===== src/rtl/gpsd_pkg.sv =====
// Shared types and constants of the controller port and sprite DMA block.
package gpsd_pkg;

    localparam logic [1:0] REQ_TICK  = 2'd0;
    localparam logic [1:0] REQ_READ  = 2'd1;
    localparam logic [1:0] REQ_WRITE = 2'd2;

    localparam logic [4:0] OFF_DMA     = 5'h14;
    localparam logic [4:0] OFF_PAD_ONE = 5'h16;
    localparam logic [4:0] OFF_PAD_TWO = 5'h17;

    localparam logic [4:0]  PAD_LANES   = 5'h1F;
    localparam logic [15:0] SPRITE_PORT = 16'h2004;

    localparam logic [1:0] BUS_NONE  = 2'd0;
    localparam logic [1:0] BUS_DUMMY = 2'd1;
    localparam logic [1:0] BUS_READ  = 2'd2;
    localparam logic [1:0] BUS_WRITE = 2'd3;

    localparam int IN_DATA_W  = 40;
    localparam int OUT_DATA_W = 32;

    typedef enum logic [3:0] {
        PH_FIRST = 4'b0001,
        PH_EXTRA = 4'b0010,
        PH_READ  = 4'b0100,
        PH_WRITE = 4'b1000
    } dma_phase_t;

    typedef struct packed {
        logic [1:0] req_type;
        logic [4:0] reg_offset;
        logic [7:0] wdata;
        logic [7:0] pad_one_buttons;
        logic [7:0] pad_two_buttons;
        logic       cycle_odd;
        logic [7:0] dma_rdata;
    } req_t;

    typedef struct packed {
        logic       rdata;
        logic [4:0] drive_mask;
    } pad_res_t;

    typedef struct packed {
        logic [1:0]  bus_op;
        logic [15:0] bus_addr;
        logic [7:0]  bus_wdata;
        logic        dma_busy;
    } dma_res_t;

endpackage


===== src/rtl/gpsd_pads.sv =====
// Controller strobe, button latch and serial shift registers.
module gpsd_pads #(
    parameter int NUM_BUTTONS = 8
) (
    input  logic              clk,
    input  logic              rst_n,
    input  logic              fire,
    input  gpsd_pkg::req_t    req,
    output gpsd_pkg::pad_res_t res
);
    import gpsd_pkg::*;

    logic                   strobe_reg;
    logic [NUM_BUTTONS-1:0] shift_reg [2];

    logic       is_pad;
    logic       sel;
    logic       do_read;
    logic       do_strobe;
    logic [7:0] live_sel;

    assign is_pad    = (req.reg_offset == OFF_PAD_ONE) || (req.reg_offset == OFF_PAD_TWO);
    assign sel       = req.reg_offset[0];
    assign do_read   = (req.req_type == REQ_READ) && is_pad;
    assign do_strobe = (req.req_type == REQ_WRITE) && (req.reg_offset == OFF_PAD_ONE);
    assign live_sel  = sel ? req.pad_two_buttons : req.pad_one_buttons;

    always_comb
    begin
        res.rdata      = 1'b0;
        res.drive_mask = 5'd0;
        if (do_read)
        begin
            res.drive_mask = PAD_LANES;
            res.rdata      = strobe_reg ? live_sel[0] : shift_reg[sel][0];
        end
    end

    always_ff @(posedge clk or negedge rst_n)
    begin
        if (!rst_n)
        begin
            strobe_reg   <= 1'b0;
            shift_reg[0] <= '0;
            shift_reg[1] <= '0;
        end
        else if (fire)
        begin
            if (do_read && !strobe_reg)
            begin
                shift_reg[sel] <= shift_reg[sel] >> 1;
            end
            if (do_strobe)
            begin
                // falling edge of the strobe latches both controllers
                if (strobe_reg && !req.wdata[0])
                begin
                    shift_reg[0] <= req.pad_one_buttons[NUM_BUTTONS-1:0];
                    shift_reg[1] <= req.pad_two_buttons[NUM_BUTTONS-1:0];
                end
                strobe_reg <= req.wdata[0];
            end
        end
    end

endmodule


===== src/rtl/gpsd_dma.sv =====
// Sprite DMA sequencer: dummy cycles, then read/write pairs, one bus cycle per tick.
module gpsd_dma #(
    parameter int DMA_LENGTH = 256
) (
    input  logic               clk,
    input  logic               rst_n,
    input  logic               fire,
    input  gpsd_pkg::req_t     req,
    output gpsd_pkg::dma_res_t res
);
    import gpsd_pkg::*;

    localparam int CW = $clog2(DMA_LENGTH + 1);
    localparam logic [CW-1:0] LAST = CW'(DMA_LENGTH - 1);

    logic          active_reg, active_next;
    logic [7:0]    page_reg, page_next;
    logic [CW-1:0] count_reg, count_next;
    dma_phase_t    phase_reg, phase_next;

    always_comb
    begin
        active_next   = active_reg;
        page_next     = page_reg;
        count_next    = count_reg;
        phase_next    = phase_reg;
        res.bus_op    = BUS_NONE;
        res.bus_addr  = 16'd0;
        res.bus_wdata = 8'd0;
        if (req.req_type == REQ_TICK)
        begin
            if (active_reg)
            begin
                case (phase_reg)
                    PH_FIRST:
                    begin
                        res.bus_op = BUS_DUMMY;
                        phase_next = req.cycle_odd ? PH_EXTRA : PH_READ;
                    end
                    PH_EXTRA:
                    begin
                        res.bus_op = BUS_DUMMY;
                        phase_next = PH_READ;
                    end
                    PH_READ:
                    begin
                        res.bus_op   = BUS_READ;
                        res.bus_addr = {page_reg, 8'(count_reg)};
                        phase_next   = PH_WRITE;
                    end
                    PH_WRITE:
                    begin
                        res.bus_op    = BUS_WRITE;
                        res.bus_addr  = SPRITE_PORT;
                        res.bus_wdata = req.dma_rdata;
                        count_next    = count_reg + 1'b1;
                        if (count_reg == LAST)
                        begin
                            active_next = 1'b0;
                            phase_next  = PH_FIRST;
                        end
                        else
                        begin
                            phase_next = PH_READ;
                        end
                    end
                    default:
                    begin
                        phase_next = PH_FIRST;
                    end
                endcase
            end
        end
        else if ((req.req_type == REQ_WRITE) && (req.reg_offset == OFF_DMA))
        begin
            // a start while running restarts with the new page
            active_next = 1'b1;
            page_next   = req.wdata;
            count_next  = '0;
            phase_next  = PH_FIRST;
        end
        res.dma_busy = active_next;
    end

    always_ff @(posedge clk or negedge rst_n)
    begin
        if (!rst_n)
        begin
            active_reg <= 1'b0;
            page_reg   <= 8'd0;
            count_reg  <= '0;
            phase_reg  <= PH_FIRST;
        end
        else if (fire)
        begin
            active_reg <= active_next;
            page_reg   <= page_next;
            count_reg  <= count_next;
            phase_reg  <= phase_next;
        end
    end

endmodule


===== src/rtl/gamepad_port_and_sprite_dma.sv =====
// Top level: controller ports and sprite DMA behind an item stream.
//
// Each input item is one bus request: a clock tick, a register read or a
// register write (s_tuser), with its offset, write byte, live controller
// buttons, cycle parity and the DMA read byte (s_tdata). Each item yields
// exactly one result item: the controller serial bit and lane mask, the DMA
// bus cycle of the tick (m_tuser), its address and write byte, and whether
// the DMA is still running (m_tdata).
//
// An item waits in the input register, where the pad and DMA logic
// evaluate it against the block state; the state updates as the item
// moves into the output register, which drives m_tvalid. Throughput is
// one item per cycle while the receiver takes results, with the state of
// the DMA sequencer and the shift registers fed back for the next item.
//
// Reset clears the strobe, both shift registers and the DMA state and
// empties both registers. When the receiver stalls, the result holds in the
// output register, one more item waits in the input register, and s_tready
// drops only once both are full.
module gamepad_port_and_sprite_dma #(
    parameter int DMA_LENGTH  = 256,
    parameter int NUM_BUTTONS = 8
) (
    input  logic                               clk,
    input  logic                               rst_n,
    input  logic                               s_tvalid,
    output logic                               s_tready,
    // reg_offset, wdata, pad_one_buttons, pad_two_buttons, cycle_odd, dma_rdata
    input  logic [gpsd_pkg::IN_DATA_W-1:0]     s_tdata,
    // req_type
    input  logic [1:0]                         s_tuser,
    output logic                               m_tvalid,
    input  logic                               m_tready,
    // rdata, drive_mask, bus_addr, bus_wdata, dma_busy
    output logic [gpsd_pkg::OUT_DATA_W-1:0]    m_tdata,
    // bus_op
    output logic [1:0]                         m_tuser
);
    import gpsd_pkg::*;

    logic                  in_valid_reg;
    req_t                  in_req_reg;
    logic                  out_valid_reg;
    logic [OUT_DATA_W-1:0] out_data_reg;
    logic [1:0]            out_user_reg;

    logic     advance;
    req_t     req_in;
    pad_res_t pad_res;
    dma_res_t dma_res;

    assign advance  = in_valid_reg && (!out_valid_reg || m_tready);
    assign s_tready = !in_valid_reg || advance;

    assign req_in.req_type        = s_tuser;
    assign req_in.reg_offset      = s_tdata[4:0];
    assign req_in.wdata           = s_tdata[12:5];
    assign req_in.pad_one_buttons = s_tdata[20:13];
    assign req_in.pad_two_buttons = s_tdata[28:21];
    assign req_in.cycle_odd       = s_tdata[29];
    assign req_in.dma_rdata       = s_tdata[37:30];

    gpsd_pads #(
        .NUM_BUTTONS(NUM_BUTTONS)
    ) u_pads (
        .clk  (clk),
        .rst_n(rst_n),
        .fire (advance),
        .req  (in_req_reg),
        .res  (pad_res)
    );

    gpsd_dma #(
        .DMA_LENGTH(DMA_LENGTH)
    ) u_dma (
        .clk  (clk),
        .rst_n(rst_n),
        .fire (advance),
        .req  (in_req_reg),
        .res  (dma_res)
    );

    always_ff @(posedge clk or negedge rst_n)
    begin
        if (!rst_n)
        begin
            in_valid_reg <= 1'b0;
        end
        else if (s_tready)
        begin
            in_valid_reg <= s_tvalid;
        end
    end

    always_ff @(posedge clk)
    begin
        if (s_tready && s_tvalid)
        begin
            in_req_reg <= req_in;
        end
    end

    always_ff @(posedge clk or negedge rst_n)
    begin
        if (!rst_n)
        begin
            out_valid_reg <= 1'b0;
        end
        else if (advance)
        begin
            out_valid_reg <= 1'b1;
        end
        else if (m_tready)
        begin
            out_valid_reg <= 1'b0;
        end
    end

    always_ff @(posedge clk)
    begin
        if (advance)
        begin
            out_data_reg <= {1'b0, dma_res.dma_busy, dma_res.bus_wdata, dma_res.bus_addr,
                             pad_res.drive_mask, pad_res.rdata};
            out_user_reg <= dma_res.bus_op;
        end
    end

    assign m_tvalid = out_valid_reg;
    assign m_tdata  = out_data_reg;
    assign m_tuser  = out_user_reg;

endmodule


===== config.mk =====
export PLATFORM = sky130hd
export DESIGN_NAME = gamepad_port_and_sprite_dma
export DESIGN_NICKNAME = d
export VERILOG_FILES = /design/src/rtl/gpsd_pkg.sv /design/src/rtl/gpsd_pads.sv /design/src/rtl/gpsd_dma.sv /design/src/rtl/gamepad_port_and_sprite_dma.sv
export SDC_FILE = /design/constraint.sdc
export NUM_CORES = 1
export LEC_CHECK = 0
export ABC_AREA = 1
export BUFFER_PORTS_ARGS = -buffer_cell sky130_fd_sc_hd__buf_4
export CAP_MARGIN = 40
export CORE_MARGIN = 2
export CORE_UTILIZATION = 56
export CTS_CLUSTER_DIAMETER = 150
export DETAILED_ROUTE_END_ITERATION = 8
export PLACE_DENSITY = 0.89
export SLEW_MARGIN = 5
export SYNTH_ARGS = -nofsm -noshare
export SYNTH_HDL_FRONTEND = slang
export SYNTH_SLANG_ARGS = --single-unit

===== constraint.sdc =====
create_clock -name clk -period 2.4 [get_ports clk]
set_input_delay 0.12 -clock clk [delete_from_list [all_inputs] [get_ports clk]]
set_output_delay 0.12 -clock clk [all_outputs]
set_load 0.005 [all_outputs]

== After elaboration in Yosys (flattened, before gate mapping) ==
Index checks and enable logic that the tools add are counted.
Storage, ports and cells
  logic and storage cells: 94
  register bits: 114
Cells by class
  reductions and logical operators: 25
  eq/ne operators: 12
  bitwise gates (word level): 2
  add/subtract/negate cells: 1
  muxes and demuxes: 31
  $lt $le $gt $ge: 2
Operators by type and width (number)
  $mux 16: 3
  $mux 9: 4
  $mux 8: 4
  $pmux 16 s2: 1
  $bwmux 16: 1
  $pmux 4 s4: 1
  $eq 5x5->1 const B: 3
  $mux 4: 3
  $add 9x1->9 const B: 1
  $eq 9x8->1 const B: 1
  $mux 1: 9
  $reduce_and 3->1: 3
  $demux 8 s1: 1
  $logic_and 1x1->1: 8
  $mux 3: 2
  $pmux 2 s3: 1
  $mux 5: 1
  $eq 4x1->1 const B: 1
  $eq 4x2->1 const B: 1
  $eq 4x3->1 const B: 1
  $eq 4x4->1 const B: 1
  $logic_not 1->1: 4
  $reduce_and 2->1: 2
  $reduce_and 4->1: 1
  12 further kinds: 15

== Depth between registers and ports, before layout ==
Gate-level depths: netlist of run 1.
  depth after elaboration: 9
  depth in mapped cells: 12

== Hierarchy ==
A second synthesis of run 1 with hierarchy kept.
Second synthesis, totals
  cells, all modules: 504
  area total of the unflattened synthesis: 5048.6 sq um
Modules (own cells, without submodules)
  gamepad_port_and_sprite_dma: sequential area each 2242.2 sq um, area an instance 2298.5 sq um, cells each 87, times used 1
  gpsd_dma: sequential area each 551.8 sq um, area an instance 1392.6 sq um, cells each 198, times used 1
  gpsd_pads: sequential area each 425.4 sq um, area an instance 1357.6 sq um, cells each 219, times used 1

== Worst setup path before layout of run 1 ==
OpenSTA, ideal clock, no wires.
  path kind: reg-to-reg
  start point: register out_valid_reg, in the netlist m_tvalid
  end point: register in_req_reg[0] (netlist bit) (enable)
  cell stages (with the launch flop): 4
  clock period less this slack: 1842 ps
  path buffers: 0
  slack: 558 ps
  arrival: 1448 ps
  required time: 2005 ps
  path through: dfrtp_1 > nand3_1 > nand2_1 > inv_1
On the way
  cells in the longest elaborated chain, start to end: 5
RTL lines
  start: declaration: RTL line gamepad_port_and_sprite_dma.sv:43  | logic out_valid_reg;
  start signal: assignment: RTL line gamepad_port_and_sprite_dma.sv:107  | out_valid_reg <= 1'b0;
  start signal: assignment: RTL line gamepad_port_and_sprite_dma.sv:111  | out_valid_reg <= 1'b1;
  start signal: assignment: RTL line gamepad_port_and_sprite_dma.sv:115  | out_valid_reg <= 1'b0;
  $logic_not 1->1: RTL line gamepad_port_and_sprite_dma.sv:52  | assign advance = in_valid_reg && (!out_valid_reg || m_tready);
  $logic_or 1x1->1: RTL line gamepad_port_and_sprite_dma.sv:52
  $logic_and 1x1->1: RTL line gamepad_port_and_sprite_dma.sv:52
  $logic_or 1x1->1: RTL line gamepad_port_and_sprite_dma.sv:53  | assign s_tready = !in_valid_reg || advance;
  net s_tready: RTL line gamepad_port_and_sprite_dma.sv:27  | output logic s_tready,
  $logic_and 1x1->1: RTL line gamepad_port_and_sprite_dma.sv:97  | if (s_tready && s_tvalid)
  end signal: assignment: RTL line gamepad_port_and_sprite_dma.sv:99  | in_req_reg <= req_in;
  end: declaration: RTL line gamepad_port_and_sprite_dma.sv:42  | req_t in_req_reg;
The timed path passes the listed nets, and every way through them passes these cells.
A chain may end at the register's enable or synchronous reset.

== Worst setup path after layout of run 1 ==
  start point: register u_dma.count_reg[0]
  end point: register out_data_reg[30], in the netlist m_tdata[30], data pin
On the way
  cells in the longest elaborated chain, start to end: 5
RTL lines
  start: declaration: RTL line gpsd_dma.sv:18  | logic [CW-1:0] count_reg, count_next;
  start signal: assignment: RTL line gpsd_dma.sv:98  | count_reg <= count_next;
  $eq 9x8->1: RTL line gpsd_dma.sv:57  | if (count_reg == LAST)
  $mux 1: RTL line gpsd_dma.sv:57
  $mux 1: RTL line gpsd_dma.sv:34  | case (phase_reg)
  $mux 1: RTL line gpsd_dma.sv:32  | if (active_reg)
  $mux 1: RTL line gpsd_dma.sv:30  | if (req.req_type == REQ_TICK)
  net u_dma.active_next: RTL line gpsd_dma.sv:16  | logic active_reg, active_next;
  end signal: assignment: RTL line gamepad_port_and_sprite_dma.sv:123  | out_data_reg <= {1'b0, dma_res.dma_busy, dma_res.bus_wdata, dma_res.bus_addr,
  end: declaration: RTL line gamepad_port_and_sprite_dma.sv:44  | logic [OUT_DATA_W-1:0] out_data_reg;
The timed path passes the listed nets, and every way through them passes these cells.

==> results of run 1 <==
## metrics by stage
stage	utilization	area, sq um	cells	setup slack [ps]	hold WS, ps
6_report	0.7282	5983	699	398.1	102.3
5_1_grt	0.7279	5981	698	216.4	144.3
4_1_cts	0.7279	5981	698	441.4	90.96
3_5_place_dp	0.6574	5401	641	483.1	139.1
3_3_place_gp	0.6574	5401	641	510.9	135.6
2_1_floorplan	-	4743	468	557.9	-175.6
## logic make-up after synthesis
family                   share of synthesized area
AO/OA/AOI/OAI                              0.03640
buffers and inverters                      0.08309
flip-flops                                  0.6534
XOR/XNOR                                  0.007385
other                                    0.0007906
AND/OR/NAND/NOR                             0.2137
adder cells (fa/ha/maj)                   0.005275
## power by group
group | total [uW] | internal [uW] | switching, uW | leakage, uW
Sequential | 2400 | 2260 | 141 | 0.00114
Combinational | 740 | 319 | 421 | 0.00154
Clock | 965 | 376 | 589 | 0.0000727
## critical path, cell delays in order, from the launching register on
cell and delay, ps:
dfrtp_1 420, ha_1 230, nand2_1 70, inv_1 70, nand3_1 90, nor3_1 240
ha_1 230, nand2_1 80, o21ai_0 230, nand2_1 100
## path summary, 6_finish.rpt
kind | start | to | slack [ps]
max | u_dma.count_reg[0] | m_tdata[30] | 400
min | m_tready | m_tvalid | 100
max reg2reg | u_dma.count_reg[0] | m_tdata[30] | 400
min reg2reg | in_req_reg[24] | u_pads.shift_reg[15] | 460
max in group asynchronous | rst_n | u_dma.phase_reg[0] | 1740
min in group asynchronous | rst_n | u_dma.page_reg[3] | 270
## layout by cell type (no fill, tap or decap), drive strengths merged, types with 2 or more instances in the layout
cell | Yosys | routed
a21oi | 4 | 4
buf | 10 | 82
clkbuf | 4 | 12
clkinvlp | 0 | 2
dfrtp | 40 | 40
dlygate4sd3 | 0 | 42
edfxtp | 69 | 69
ha | 2 | 2
inv | 78 | 78
nand2 | 112 | 112
nand3 | 22 | 22
nand4 | 11 | 11
nor2 | 67 | 67
nor3 | 15 | 15
o21ai | 25 | 25
o22ai | 2 | 2
xor2 | 4 | 4
## per-layer routing
| metal | vias to the layer above | track usage |
|---|---|---|
| met5 | - | 0 |
| met3 | 26 | 0.03289 |
| li1 | 1729 | - |
| met2 | 118 | 0.4022 |
| met4 | 0 | 0.1000 |
| met1 | 1720 | 0.2728 |
## final cells by class
class	instances	area, sq um
Sequential cell	110	3099
Fill cell	520	2233
Multi-Input combinational cell	266	1250
Timing Repair Buffer	124	1049
Inverter	78	292.8
Clock buffer	12	135.1
Tap cell	105	131.4
Clock inverter	3	23.77
Antenna cell	1	2.502
==> impl_metrics.env, run 1 <==
export IMPL_drv_slew=0
export IMPL_finalClockSkew_ps=11.40
export IMPL_grt_pass1_vias=3467
export IMPL_met1_length_microns=3789
export IMPL_cts_buffer_depth=2
export IMPL_core_area_sq_um=8217
export IMPL_ys_ff_latch=110
export IMPL_grt_antenna_before_repair=0
export IMPL_rsz0062_at_grt="no"
export IMPL_relSlewSlack=0.6434
export IMPL_overflow=0
export IMPL_synth_edf_count=69
export IMPL_fp_dieH_microns=96.04
export IMPL_routed_wl_microns=9731
export IMPL_dr_pass1_iters=4
export IMPL_hp_class="in -> reg"
export IMPL_hold_buffers=42
export IMPL_antenna_left=0
export IMPL_synth_common_cells="nand2_1 (108), inv_1 (76), edfxtp_1 (69), nor2_1 (60), dfrtp_1 (40)"
export IMPL_grtUsageTotal=0.2261
export IMPL_powerDensity_nw_per_um2=686.2
export IMPL_met2_length_microns=5235
export IMPL_yosys_most_used_dff="edfxtp_1"
export IMPL_worstSetupPathType="reg -> reg"
export IMPL_start_util=0.5773
export IMPL_cts_clk_slew_worst_paths_ps=100
export IMPL_grt_pass1_wl_microns=15790
export IMPL_syn_area_per_cell_sq_um=10.14
export IMPL_synth_warnings=0
export IMPL_ir_drop_mv=0.3910
export IMPL_cp_max_fo=5
export IMPL_avgRoutedWirePerCell_microns=13.92
export IMPL_ios=82
export IMPL_grt_max_degree=42
export IMPL_reg2regPathDepth=9
export IMPL_yosys_area_top_type_share=0.4368
export IMPL_ys_top_cells_by_area="edfxtp_1 (44%), dfrtp_1 (21%), nand2_1 (8.5%)"
export IMPL_async_flop_share=0.3727
export IMPL_post_cts_setup_buffers=0
export IMPL_gp_congestion=0.8231
export IMPL_core_rowCount=33
export IMPL_hold_depth=4
export IMPL_worst_pin_slew_ps=534.9
export IMPL_ys_types=29
export IMPL_crit_path_end_kind="flop"
export IMPL_min_period_ps=2002
export IMPL_highest_layer="met4"
export IMPL_arrival_ps=2100
export IMPL_status="completed"
export IMPL_drc_errors=0
export IMPL_viasPerCell=5.140
export IMPL_syn_inst=468
export IMPL_hpwl_microns=6058
export IMPL_numCtsBuffers=9
export IMPL_vias=3593
export IMPL_final_period_utilization=0.8341
export IMPL_htree_levels=3
export IMPL_synth_most_common_cell="nand2_1"
export IMPL_critPathLaunchType="flop"
export IMPL_largest_register_ffs=40
export IMPL_dr_wl_met3_microns=437
export IMPL_p_leak_uw=0.002751
export IMPL_fin_tns_setup_ps=0
export IMPL_finalPower_uw=4106
export IMPL_yosysTopAreaCell="edfxtp_1"
export IMPL_worstSkewPairLatency_ps=360
export IMPL_cts_tree="built"
export IMPL_synth_nets=516
export IMPL_setup_violations=0
export IMPL_required_ps=2500
export IMPL_ctsResizeCount=0
export IMPL_fp_dieW_microns=96.04
export IMPL_synth_seq_area_share=0.6534
export IMPL_cap_viol_max_count=0
export IMPL_netlist_area_sq_um=4743
export IMPL_fmax_ghz=0.4995
export IMPL_numPortBuffers=78
export IMPL_hold_viol_final=0
export IMPL_drt_initial_drc_count=157
export IMPL_cts_root_buf="clkbuf_8"
export IMPL_synthToLayoutAreaGrowth_pct=26.14
export IMPL_nNetsFinal=637
export IMPL_cts_num_sinks=110
export IMPL_die_area_sq_um=9223
export IMPL_final_layout_size_suffix_gt1_frac=0.1906
Note: power is estimated with default switching activity, not from simulation.
==> inputs of run 2 (changes only) <==
--- a/config.mk
+++ b/config.mk
@@ -9,10 +9,10 @@
 export BUFFER_PORTS_ARGS = -buffer_cell sky130_fd_sc_hd__buf_4
 export CAP_MARGIN = 40
 export CORE_MARGIN = 2
-export CORE_UTILIZATION = 56
+export CORE_UTILIZATION = 50
 export CTS_CLUSTER_DIAMETER = 150
 export DETAILED_ROUTE_END_ITERATION = 8
-export PLACE_DENSITY = 0.89
+export PLACE_DENSITY = 0.84
 export SLEW_MARGIN = 5
 export SYNTH_ARGS = -nofsm -noshare
 export SYNTH_HDL_FRONTEND = slang
==> constraint.sdc (replaced) <==
create_clock -name clk -period 1.7 [get_ports clk]
set_input_delay 0.085 -clock clk [delete_from_list [all_inputs] [get_ports clk]]
set_output_delay 0.085 -clock clk [all_outputs]
set_load 0.005 [all_outputs]
==> run 2 against run 1 <==
Net effect: fmax grew 19%; clock power increased by 64%; die area is 11% higher; total power increased by 51%; clock-buffer cell count shrank 3; first-iteration DRC count rose by 4.5%; sequential power rose by 40%; critical path depth did not move.
==> impl_metrics.env, run 2 (synthesized netlist as in run 1, its figures left out) <==
export IMPL_status="completed"
export IMPL_grtUsageTotal=0.2058
export IMPL_relSlewSlack=0.6337
export IMPL_finalClockSkew_ps=11.69
export IMPL_met3_usage=0.04624
export IMPL_required_ps=1830
export IMPL_gp_congestion=0.9115
export IMPL_cts_tree="built"
export IMPL_numCtsBuffers=9
export IMPL_cts_buffer_depth=2
export IMPL_avgRoutedWirePerCell_microns=13.53
export IMPL_grt_max_degree=42
export IMPL_postLayoutCellArea_sq_um=6260
export IMPL_cts_num_sinks=110
export IMPL_htree_levels=3
export IMPL_grt_pass1_vias=3590
export IMPL_fin_ws_ps=20.12
export IMPL_routed_wl_microns=10040
export IMPL_crit_path_end_kind="flop"
export IMPL_nFillCells=645
export IMPL_gr_usage_met2=0.3688
export IMPL_final_layout_size_suffix_gt1_frac=0.2398
export IMPL_antenna_left=0
export IMPL_fp_dieH_microns=101.4
export IMPL_mostFrequentLayoutCell="nand2_1"
export IMPL_dpl_cell_area_sq_um=5553
export IMPL_p_leak_uw=0.002872
export IMPL_die_area_sq_um=10280
export IMPL_dr_pass1_iters=4
export IMPL_grt_pass1_wl_microns=16250
export IMPL_hpwl_microns=6253
export IMPL_cap_viol_max_count=0
export IMPL_worstSkewPairLatency_ps=370
export IMPL_setup_violations=0
export IMPL_hold_depth=4
export IMPL_pre_cts_ws_ps=-25.14
export IMPL_rrSetupSlack_ps=20
export IMPL_worst_pin_slew_ps=549.4
export IMPL_finalPower_uw=6206
export IMPL_fmax_ghz=0.5953
export IMPL_cp_max_fo=2
export IMPL_numPortBuffers=78
export IMPL_worstHoldStart="m_tready"
export IMPL_largest_register_ffs=40
export IMPL_arrival_ps=1810
export IMPL_cts_root_buf="clkbuf_8"
export IMPL_worstSetupPathType="reg -> reg"
export IMPL_rsz0062_at_grt="yes"
export IMPL_powerDensity_nw_per_um2=991.4
export IMPL_antennaDiodeCount=0
export IMPL_ios=82
export IMPL_final_cell_mix="nand2_1 (106), buf_4 (100), inv_1 (73), edfxtp_1 (69), nor2_1 (59)"
export IMPL_grt_antenna_before_repair=0
export IMPL_vias=3631
export IMPL_final_period_utilization=0.9882
export IMPL_synthToLayoutAreaGrowth_pct=31.97
export IMPL_drc_errors=0
export IMPL_met1_usage=0.2435
export IMPL_top_usage_layer="met2"
export IMPL_viasPerCell=4.894
export IMPL_overflow=0
export IMPL_core_area_sq_um=9240
export IMPL_hp_class="in -> reg"
export IMPL_final_cells=742
export IMPL_core_rowCount=35
export IMPL_cts_clk_slew_worst_paths_ps=100
export IMPL_hold_end="in_valid_reg"
export IMPL_fp_dieW_microns=101.4
export IMPL_critPathLaunchType="flop"
export IMPL_reg2regPathDepth=9
export IMPL_drt_initial_drc_count=164
export IMPL_min_period_ps=1680
export IMPL_ir_drop_mv=0.6441
export IMPL_drv_slew=0
export IMPL_r2r_start="u_dma.count_reg[1]"
export IMPL_hold_viol_final=0
export IMPL_nNetsFinal=657
export IMPL_rr_endpoint="m_tdata[30]"
export IMPL_start_util=0.5133
export IMPL_placed_cells=679
run 2: cell type report:
cell class / count / area [sq um] / area share
sequential: 110 / 3099 / 0.4951
timing repair buffer: 144 / 1211 / 0.1935
multi-input combinational: 266 / 1299 / 0.2075
inverter: 78 / 296.5 / 0.04737
clock buffer: 9 / 123.9 / 0.01979
tap: 129 / 161.4 / 0.02578
clock inverter: 6 / 68.82 / 0.01099
run 2: stage by stage:
stage | setup TNS, ps | utilization | hold WS (ps)
floorplan | -511.6 | - | -210.6
global placement | 0 | 0.6009 | 105.8
detailed placement | -25.14 | 0.6009 | 107.0
CTS | 0 | 0.6673 | 35.68
global route | -73.25 | 0.6775 | 112.9
finish | 0 | 0.6775 | 78.90
run 2: routing by layer:
| metal | vias to the layer above | routed length [microns] | part of all wire |
|---|---|---|---|
| li1 | 1773 | - | - |
| met1 | 1705 | 3862 | 0.38 |
| met2 | 133 | 5396 | 0.54 |
| met3 | 20 | 565 | 0.056 |
| met4 | 0 | 216 | 0.022 |
| met5 | - | 0 | 0 |
run 2: how the worst max path moves through the flow:
stage,from,to,cells past startpoint
2_1_floorplan,m_tvalid,u_dma.page_reg[3],5
3_3_place_gp,u_dma.count_reg[0],m_tdata[30],9
3_5_place_dp,u_dma.count_reg[0],m_tdata[30],9
4_1_cts,u_dma.count_reg[0],m_tdata[30],9
5_1_grt,u_dma.count_reg[1],m_tdata[30],9
6_report,u_dma.count_reg[1],m_tdata[30],9
run 2: critical path, cell delays in order (launching register included):
cell     delay (ps)
dfrtp_1         390
ha_2            200
nand2_2          50
inv_2            60
nand3_2          70
nor3_2          170
ha_2            210
nand2_2          60
o21ai_2         160
nand2_1          60
run 2: power breakdown:
part	total [uW]	switching [uW]	internal, uW
Sequential	3360	174	3190
Combinational	1260	677	580
Clock	1580	900	685
Total	6210	1750	4450
run 2: what timing repair did:
item / 4_1_cts / 5_1_grt
cloned: 0 / 0
pin swaps: 0 / 5
setup endpoints to repair: 1 / 19
buffers inserted: 0 / 6
endpoints found under the hold margin: 81 / 0
gates resized for setup: 1 / 13
hold buffers: 42 / 0
